--- src/rtl/wgs_pkg.sv ---
`default_nettype none
package wgs_pkg;

  localparam int unsigned CoeffW  = 18;
  localparam int unsigned HeightW = 16;
  localparam int unsigned PeriodW = 24;
  localparam int unsigned AccumW  = 25;
  localparam int unsigned CfgIdxW = 2;

  localparam logic [1:0] OpTick    = 2'd0;
  localparam logic [1:0] OpPerturb = 2'd1;
  localparam logic [1:0] OpRead    = 2'd2;

  localparam logic [CfgIdxW-1:0] RegCoeffPrev = 2'd0;
  localparam logic [CfgIdxW-1:0] RegCoeffCur  = 2'd1;
  localparam logic [CfgIdxW-1:0] RegCoeffNbr  = 2'd2;
  localparam logic [CfgIdxW-1:0] RegPeriod    = 2'd3;

  // Which bank a memory access goes to
  typedef enum logic [1:0] {
    SelNone,
    SelCur,
    SelPrev
  } bank_sel_e;

  // Controller states
  typedef enum logic [4:0] {
    StIdle,
    StClear,
    StDecode,
    StPtRd,
    StPtWr,
    StRdRd,
    StRdWait,
    StSwC,
    StSwN,
    StSwS,
    StSwW,
    StSwE,
    StSwP,
    StSwWait,
    StSwMul,
    StSwSum,
    StSwWr,
    StOut
  } state_e;

  // Datapath commands
  typedef struct packed {
    bank_sel_e  rd_sel;     // read port target
    logic [2:0] rd_tap;     // 0 centre,1 north,2 south,3 west,4 east
    logic       clr_wr;     // clear both banks at clear address
    logic       clr_inc;
    logic       pt_wr;      // write perturbed value at current tap
    logic       sw_cap;     // capture read data into neighbor sum / center
    logic       sw_capp;    // capture previous-bank value
    logic       sw_mul;
    logic       sw_sum;
    logic       sw_wr;
    logic       cell_first; // start sweep at first interior cell
    logic       cell_inc;
    logic       swap;
    logic       cap_read;
  } dp_cmd_t;

  // Datapath status
  typedef struct packed {
    logic clr_done;
    logic cell_last;
  } dp_sts_t;

  function automatic logic signed [HeightW-1:0] sat16(input logic signed [HeightW+2:0] v);
    logic signed [HeightW-1:0] r;
    if (v > 19'sd32767) r = 16'sh7fff;
    else if (v < -19'sd32768) r = 16'sh8000;
    else r = v[HeightW-1:0];
    return r;
  endfunction

endpackage
`default_nettype wire

--- src/rtl/wgs_ctrl.sv ---
`default_nettype none
module wgs_ctrl #(
  parameter int unsigned GridRows = 64,
  parameter int unsigned GridCols = 64
) (
  input  wire logic                 clk_i,
  input  wire logic                 rst_ni,
  input  wire logic                 in_valid_i,
  output logic                      in_ready_o,
  input  wire logic [1:0]           opcode_i,
  input  wire logic [7:0]           row_i,
  input  wire logic [7:0]           col_i,
  input  wire logic [15:0]          elapsed_i,
  input  wire logic [23:0]          period_i,
  output logic                      out_valid_o,
  input  wire logic                 out_ready_i,
  output logic                      stepped_o,
  output logic                      rejected_o,
  output logic                      is_read_o,
  output wgs_pkg::dp_cmd_t          cmd_o,
  input  wgs_pkg::dp_sts_t          sts_i
);
  import wgs_pkg::*;

  state_e state_q, state_d;
  logic [1:0] op_q;
  logic [7:0] row_q, col_q;
  logic [AccumW-1:0] acc_q, acc_d;
  logic [2:0] tap_q, tap_d;
  logic stepped_q, stepped_d, rej_q, rej_d, rd_q, rd_d;
  logic [AccumW-1:0] sum;
  logic pt_ok, rd_ok, last_q, last_d;

  assign sum   = acc_q + AccumW'(elapsed_i);
  assign pt_ok = row_i >= 8'd2 && 9'(row_i) <= 9'(GridRows - 3)
              && col_i >= 8'd2 && 9'(col_i) <= 9'(GridCols - 3);
  assign rd_ok = 9'(row_i) < 9'(GridRows) && 9'(col_i) < 9'(GridCols);

  always_ff @(posedge clk_i or negedge rst_ni) begin
    if (!rst_ni) begin
      state_q <= StClear;
      acc_q <= '0;
      tap_q <= '0;
      stepped_q <= 1'b0;
      rej_q <= 1'b0;
      rd_q <= 1'b0;
      last_q <= 1'b0;
      op_q <= '0;
      row_q <= '0;
      col_q <= '0;
    end else begin
      state_q <= state_d;
      acc_q <= acc_d;
      tap_q <= tap_d;
      stepped_q <= stepped_d;
      rej_q <= rej_d;
      rd_q <= rd_d;
      last_q <= last_d;
      if (in_valid_i && in_ready_o) begin
        op_q <= opcode_i;
        row_q <= row_i;
        col_q <= col_i;
      end
    end
  end

  always_comb begin
    state_d = state_q;
    acc_d = acc_q;
    tap_d = tap_q;
    stepped_d = stepped_q;
    rej_d = rej_q;
    rd_d = rd_q;
    last_d = last_q;
    cmd_o = '0;
    cmd_o.rd_sel = SelNone;
    in_ready_o = 1'b0;
    out_valid_o = 1'b0;
    case (state_q)
      StClear: begin
        cmd_o.clr_wr = 1'b1;
        cmd_o.clr_inc = 1'b1;
        if (sts_i.clr_done) state_d = StIdle;
      end
      StIdle: begin
        in_ready_o = 1'b1;
        if (in_valid_i) begin
          stepped_d = 1'b0;
          rej_d = 1'b0;
          rd_d = 1'b0;
          tap_d = '0;
          case (opcode_i)
            OpTick: begin
              if (sum >= AccumW'(period_i)) begin
                acc_d = '0;
                stepped_d = 1'b1;
                cmd_o.cell_first = 1'b1;
                state_d = StSwC;
              end else begin
                acc_d = sum;
                state_d = StOut;
              end
            end
            OpPerturb: begin
              if (pt_ok) state_d = StPtRd;
              else begin
                rej_d = 1'b1;
                state_d = StOut;
              end
            end
            OpRead: begin
              if (rd_ok) begin
                rd_d = 1'b1;
                state_d = StRdRd;
              end else begin
                rej_d = 1'b1;
                state_d = StOut;
              end
            end
            default: state_d = StOut;
          endcase
        end
      end
      // Perturb: read-modify-write over five taps, write while read data is held
      StPtRd: begin
        cmd_o.rd_sel = SelCur;
        cmd_o.rd_tap = tap_q;
        state_d = StPtWr;
      end
      StPtWr: begin
        cmd_o.pt_wr = 1'b1;
        if (tap_q == 3'd4) state_d = StOut;
        else begin
          tap_d = tap_q + 1'b1;
          state_d = StPtRd;
        end
      end
      StRdRd: begin
        cmd_o.rd_sel = SelCur;
        cmd_o.rd_tap = 3'd0;
        state_d = StRdWait;
      end
      StRdWait: begin
        cmd_o.cap_read = 1'b1;
        state_d = StOut;
      end
      // Sweep: one read per cycle, each captured in the state after it
      StSwC: begin
        // capture here is dropped: the center tap restarts the sum next cycle
        cmd_o.rd_sel = SelCur; cmd_o.rd_tap = 3'd0;
        cmd_o.sw_cap = 1'b1; state_d = StSwN;
      end
      StSwN: begin
        cmd_o.sw_cap = 1'b1;
        cmd_o.rd_sel = SelCur; cmd_o.rd_tap = 3'd1; state_d = StSwS;
      end
      StSwS: begin
        cmd_o.sw_cap = 1'b1;
        cmd_o.rd_sel = SelCur; cmd_o.rd_tap = 3'd2; state_d = StSwW;
      end
      StSwW: begin
        cmd_o.sw_cap = 1'b1;
        cmd_o.rd_sel = SelCur; cmd_o.rd_tap = 3'd3; state_d = StSwE;
      end
      StSwE: begin
        cmd_o.sw_cap = 1'b1;
        cmd_o.rd_sel = SelCur; cmd_o.rd_tap = 3'd4; state_d = StSwP;
      end
      StSwP: begin
        cmd_o.sw_cap = 1'b1;
        cmd_o.rd_sel = SelPrev; cmd_o.rd_tap = 3'd0; state_d = StSwWait;
      end
      StSwWait: begin
        cmd_o.sw_capp = 1'b1;
        state_d = StSwMul;
      end
      StSwMul: begin
        cmd_o.sw_mul = 1'b1;
        state_d = StSwSum;
      end
      StSwSum: begin
        cmd_o.sw_sum = 1'b1;
        last_d = sts_i.cell_last;
        state_d = StSwWr;
      end
      StSwWr: begin
        cmd_o.sw_wr = 1'b1;
        if (last_q) begin
          cmd_o.swap = 1'b1;
          state_d = StOut;
        end else begin
          cmd_o.cell_inc = 1'b1;
          state_d = StSwC;
        end
      end
      StOut: begin
        out_valid_o = 1'b1;
        if (out_ready_i) state_d = StIdle;
      end
      default: state_d = StIdle;
    endcase
  end

  assign stepped_o  = stepped_q;
  assign rejected_o = rej_q;
  assign is_read_o  = rd_q;

  logic unused;
  assign unused = ^{op_q, row_q, col_q};

endmodule
`default_nettype wire

--- config.mk ---
export PLATFORM = sky130hd
export DESIGN_NAME = wgs_ctrl
export DESIGN_NICKNAME = d
export VERILOG_FILES = /design/src/rtl/wgs_pkg.sv /design/src/rtl/wgs_ctrl.sv
export SDC_FILE = /design/constraint.sdc
export NUM_CORES = 1
export LEC_CHECK = 0
export BUFFER_PORTS_ARGS = -buffer_cell sky130_fd_sc_hd__buf_2
export CORE_UTILIZATION = 50
export DETAILED_ROUTE_END_ITERATION = 12
export PLACE_DENSITY = 0.75
export SYNTH_ARGS = -nofsm -noshare
export SYNTH_HDL_FRONTEND = slang
export SYNTH_SLANG_ARGS = --single-unit
--- constraint.sdc ---
create_clock -name clk_i -period 4 [get_ports clk_i]
set_clock_uncertainty 0.1 [all_clocks]
set_input_delay 0.4 -clock clk_i [delete_from_list [all_inputs] [get_ports clk_i]]
set_output_delay 0.4 -clock clk_i [all_outputs]
set_load 0.05 [all_outputs]
==> reports/qor.csv, run 1 <==
metric,value,unit
diodes,0,
tritoncts,built,
drive_above_1_share,36.98,%
worstPathCellList,ha_1 -> a211oi_2 -> o211ai_1 -> a32oi_1 -> buf_4 -> nand2b_1 -> nor3_1 -> or3_1 -> inv_1 -> ha_1 -> nand4_1 -> nor3_2 -> o211ai_1 -> a311oi_2 -> o21bai_4 -> o21ai_4 -> nor2_4 -> buf_8,
htreeDepth,2,
fin_nets,713,
end_kind,primary output,
crit_fanout,3,
slew_viol_final,0,
final_util,71.07,%
clkPwrFrac,11.3,%
period_share,115.3,%
antenna_left,0,
hold_path.class,in -> async,
routed_wl,10.89,mm
areaGrowthSynthToFinish,37.89,%
slew_headroom,40.50,%
dp.cells,682,
yosys.area.top_type_share,24.23,%
setup.worst_path.class,reg -> out,
setup-violations-final,29,
power,3.190,mW
final_cell_count_no_fill,702,
first_pass_iters,5,
required,3.50,ns
synth.cell_area,3719,um^2
critPathSlowestCell,dfrtp_1,
setup_slack,-0.6105,ns
wl_per_cell,15.52,um
synthTopCellsByArea,"dfrtp_1 24%, ha_1 15%, nand2_1 5.0%",
final_hold_viol_count,0,
gr-total-overflow,0,
route.detailed.drc,0,
die_area,7786,um^2
switching_share,46.57,%
ctsHoldBuffers,0,
clock_latency,0.31,ns
min_period,4.611,ns
via_per_inst,5.638,
fill_cells,572,
startpoint,acc_q[1],
synthDistinctLibCells,64,
synth.largest_area_cell,dfrtp_1,
rows,31,
p_comb_share,70.0,%
grt_pass1_wl,16.55,mm
cts.sinks,37,
max_freq,216.9,MHz
worstPathArrival,4.11,ns
vias,3958,
ys_ff_latch,37,
hpwl,7.738,mm
die_w,88.24,um
ys_seq_area_share,24.93,%
track_usage,27.26,%
first_iter_violations,217,
clkTransAtPathRegs,0.09,ns
leakage,2.674,nW
max-vdd-ir-drop,0.3874,mV
violations,setup timing,
synth-edff-count,0,
cp-start-kind,register,
layout_common_cells,"82 x buf_2, 68 x buf_4, 50 x nand2_1",
synth_fp_nets,566,
cts-root-buf,clkbuf_8,
rsz0062_at_grt,true,
cts_buffers,5,
syn-instance-count,455,
maxCapViolCount,0,
tightest_slew,0.8926,ns
critPathMaxStageDelay,0.39,ns
place.gp.congestion,0.9427,
grt_max_degree,38,
power.switching,1.486,mW
coreArea,7214,um^2
ys_warn_count,0,
p_seq_share,18.7,%
io_buffer_count,83,
final_common_cell,buf_2,
antenna_found_initial,0,
p_per_area,622.2,nW/um^2
synth-main-ff-cell,dfrtp_1,
io_pins,86,
initial_core_util,51.54,%
p_int,1.705,mW
status,finished with violations,
clock_tree.buffer_depth,2,
r2r-start,acc_q[0],
synth_area_per_cell,8.173,um^2
grt_pass1_vias,3616,
die_y,88.24,um
async_flop_share,100.0,%
cells by family after synthesis:
family	after synthesis	share of synthesized area [%]
buf+inv	56	6.494
simple gates	161	21.43
flops	37	24.93
fa+ha+maj	47	16.02
compound gates	129	25.07
mux	3	0.8748
xor+xnor	22	5.182
state kept, by name, indices dropped and copies added, names as in the netlist:
register and cells:
state_q 5, tap_q 3, stepped_o 1, acc_q 25, last_q 1, rejected_o 1
is_read_o 1
cell type report:
class	count	area, um^2	share of cell area [%]
well taps	99	123.9	2.416
multi-input cells	363	2825	55.10
flip-flops and latches	37	927.1	18.08
repair buffers	155	980.9	19.13
clock buffers	6	82.58	1.611
inverters	40	150.1	2.928
clock inverters	2	37.54	0.7321
synth_stat cells, types with 6 or more instances:
| master | count |
|---|---|
| and2_1 | 11 |
| nand2_1 | 50 |
| clkbuf_1 | 8 |
| o21a_1 | 6 |
| o31ai_1 | 6 |
| dfrtp_1 | 36 |
| a22o_1 | 6 |
| xnor2_1 | 9 |
| o21ai_0 | 32 |
| nor2_1 | 25 |
| nand3_1 | 13 |
| inv_1 | 40 |
| a21oi_1 | 24 |
| xor2_1 | 13 |
| a21o_1 | 7 |
| nand2b_1 | 9 |
| nand4_1 | 8 |
| ha_1 | 46 |
| nor3_1 | 20 |
timing repair:
| item | in CTS | in global routing |
|---|---|---|
| endpoints found under the setup margin | 27 | 29 |
| gates resized for setup | 11 | 41 |
| buffers inserted | 4 | 10 |
| pin swaps | 7 | 26 |
| gates cloned | 0 | 1 |
metrics by stage:
| step | area (um^2) | hold WS [ns] | setup TNS (ns) | setup WS [ns] |
|---|---|---|---|---|
| finish | 5127 | 0.1171 | -6.951 | -0.6105 |
| global route | 5127 | 0.1756 | -13.79 | -0.8545 |
| CTS | 4872 | 0.1467 | -1.320 | -0.5166 |
| detailed placement | 4672 | 0.3719 | -7.177 | -0.4425 |
| global placement | 4672 | 0.3664 | -5.950 | -0.4084 |
| floorplan | 3766 | 0.004409 | 0 | 0.01659 |
per-layer routing:
| layer | wire length, um | part of all wire, % | track usage, % |
|---|---|---|---|
| met5 | 0 | 0 | 0 |
| met4 | 301 | 2.8 | 7.625 |
| met3 | 492 | 4.5 | 3.825 |
| met2 | 5424 | 50 | 47.06 |
| met1 | 4676 | 43 | 35.61 |
power groups by stage:
stage,clock [mW],combinational (mW),sequential [mW]
global placement,0,1.94,0.590
finish,0.361,2.23,0.597
CTS,0.364,2.05,0.591
global route,0.382,2.45,0.612
floorplan,0,1.36,0.545
detailed placement,0,1.99,0.598
path summary, 6_finish.rpt:
check	cells after the start	to	slack, ns
worst max-delay path	18	cmd_o[3]	-0.61
worst min-delay path	1	acc_q[13]	0.12
worst max register to register	22	acc_q[11]	-0.41
worst min register to register	2	stepped_o	0.38
max in group asynchronous	1	acc_q[16]	3.13
min in group clk_i	2	last_q	0.24
critical path, delay by kind of cell (launching register included):
| family | cells | cell delay (ns) |
|---|---|---|
| and+or+nand+nor | 6 | 0.95 |
| buffers and inverters | 3 | 0.36 |
| adders and majority gates | 2 | 0.59 |
| DFF | 1 | 0.39 |
| AOI/OAI and AO/OA | 7 | 1.50 |
Power figures use the tool's default switching activity.
==> run 2, diff against run 1 <==
PLACE_DENSITY = default   (was 0.75)
PLACE_DENSITY_LB_ADDON = 0.15   (was default)
SLEW_MARGIN = 40   (was default)
==> run 2 against run 1 <==
Compared with the run above:
- the flow still finishes with violations (setup timing)
- worst hold slack better by 0.12 ns
- sequential power down 0.8%
- non-clock buffer count down 14
- setup slack better by 0.21 ns
- fmax up 4.7%
- combinational power down 7%
- via count down 4.3%
- register-to-register slack better by 0.38 ns
- critical endpoint unchanged
- largest power group unchanged
==> reports/qor.csv, run 2 (synthesis results as in run 1) <==
metric,value,unit,change
status,finished with violations,,
violations,setup timing,,
layout_common_cells,"81 x buf_2, 54 x buf_4, 50 x nand2_1",,
vias,3787,,-4.3%
fill_cells,627,,+9.6%
final_util,69.06,%,-2.0 points
cts.sinks,37,,unchanged
areaGrowthSynthToFinish,33.98,%,
clock_latency,0.30,ns,about the same
clock_tree.buffer_depth,2,,unchanged
routed_wl,9.759,mm,-10%
diodes,0,,unchanged
final_cell_count_no_fill,687,,-2.1%
cts-root-buf,clkbuf_8,,
initial_core_util,51.54,%,unchanged
first_pass_iters,6,,+1
top_regs,"acc_q: 25 flops, state_q: 5 flops, tap_q: 3 flops",,
htreeDepth,2,,unchanged
gr-total-overflow,0,,unchanged
required,3.50,ns,about the same
antenna_found_initial,0,,unchanged
antenna_left,0,,unchanged
slew_headroom,34.56,%,-5.9 points
dp_slack,-0.3893,ns,+0.05314 ns
hold_path.class,in -> reg,,
crit_family,compound AO/OA/AOI/OAI gates,,
setup-violations-final,2,,-93%
grt_max_degree,38,,unchanged
seq_area,927.1,um^2,unchanged
die_y,88.24,um,unchanged
min_period,4.402,ns,-0.2083 ns
cp-start-kind,register,,
period_share,110.1,%,-5.2 points
track_usage,25.56,%,-1.7 points
max_freq,227.2,MHz,+4.7%
die_w,88.24,um,unchanged
route.detailed.drc,0,,unchanged
worstPathArrival,3.90,ns,-0.21 ns
setup_slack,-0.4022,ns,+0.2083 ns
critPathMaxStageDelay,0.39,ns,about the same
tritoncts,built,,
tightest_slew,0.9816,ns,+0.08902 ns
slew_viol_final,0,,unchanged
p_per_area,592.3,nW/um^2,-4.8%
finalSetupTns,-0.4307,ns,+6.520 ns
die_area,7786,um^2,unchanged
rows,31,,unchanged
crit_fanout,3,,unchanged
final_hold_viol_count,0,,unchanged
worstPathCellList,ha_4 -> inv_2 -> fa_2 -> nor2b_4 -> o31ai_4 -> a211oi_2 -> buf_4 -> o21a_1 -> o22a_1 -> xor2_2 -> ha_1 -> nand4_1 -> nor3_2 -> o211ai_1 -> a311oi_2 -> o21bai_4 -> o21ai_4 -> nor2_4 -> buf_8,,
grt_pass1_wl,15.64,mm,-5.5%
multi_input_area,2786,um^2,-1.4%
max-vdd-ir-drop,0.3885,mV,+0.28%
critPathSlowestCell,dfrtp_1,,
io_pins,86,,unchanged
drive_above_1_share,35.03,%,-1.9 points
grt_pass1_vias,3489,,-3.5%
wl_per_cell,14.21,um,-8.5%
first_iter_violations,165,,-24%
hpwl,7.524,mm,-2.8%
via_per_inst,5.512,,-2.2%
coreArea,7214,um^2,unchanged
maxCapViolCount,0,,unchanged
clkTransAtPathRegs,0.08,ns,about the same
rsz0062_at_grt,true,,
setup.worst_path.class,reg -> out,,
place.gp.congestion,0.8719,,-7.5%
top_register,acc_q,,
cts_buffers,5,,unchanged
final_common_cell,buf_2,,
end_kind,primary output,,
largest_register_ffs,25,,unchanged
critPathBufInv,3,,unchanged
leakage,2.551,nW,-4.6%
dp.cells,675,,-1.0%
fin_nets,698,,-2.1%
io_buffer_count,83,,unchanged
[run 2: worst reg2reg max path: cells and delay by family, from the launching register on]
kind,cells,cell delay (ns)
buffers and inverters,4,0.45
flip-flops,1,0.39
AO/OA/AOI/OAI,9,1.52
AND/OR/NAND/NOR,3,0.53
XOR/XNOR,1,0.08
adder cells (fa/ha/maj),3,0.82
[run 2: cell type report]
type	count	share of cell area [%]
clock inverter	2	0.2762
tap	99	2.486
multi-input combinational	362	55.93
inverter	40	3.014
sequential	37	18.61
timing repair buffer	141	18.03
clock buffer	6	1.657
[run 2: layer usage]
metal / up-vias / GRT usage, % / part of all wire, %
met5: - / 0 / 0
met4: 0 / 8.211 / 1.4
met3: 13 / 3.545 / 2.8
met2: 82 / 44.34 / 50
met1: 1786 / 32.85 / 46
li1: 1906 / - / -
[run 2: what timing repair did]
action                     in CTS  in global routing
pin swaps                       5                 13
hold buffers                    1                  0
setup endpoints to repair      23                 29
gates cloned                    0                  0
resized for setup               8                 38
hold endpoints to repair       36                  0
buffers inserted                3                  3
[run 2: final timing paths]
path	startpoint	to	slack [ns]	depth (start not counted)
max in group asynchronous	rst_ni	acc_q[17]	2.93	2
min in group asynchronous	rst_ni	last_q	0.51	2
hold / removal	sts_i[0]	last_q	0.24	2
setup / recovery	acc_q[0]	cmd_o[3]	-0.40	19
hold reg to reg	is_read_o	is_read_o	0.39	2
setup reg to reg	acc_q[0]	acc_q[16]	-0.03	20
[run 2: through the flow]
stage	power (mW)	hold WS, ns	instance area (um^2)
2_1_floorplan	1.904	0.004409	3766
4_1_cts	2.874	0.2297	4791
6_report	2.951	0.2384	4982
3_3_place_gp	2.498	0.3599	4632
5_1_grt	3.231	0.2419	4982
3_5_place_dp	2.535	0.3150	4634
[run 2: report_power, final]
part	switching [mW]	internal [mW]	leakage [nW]	total (mW)
logic	1.13	0.933	2.02	2.07
registers	0.111	0.481	0.484	0.592
clock network	0.153	0.140	0.0512	0.293
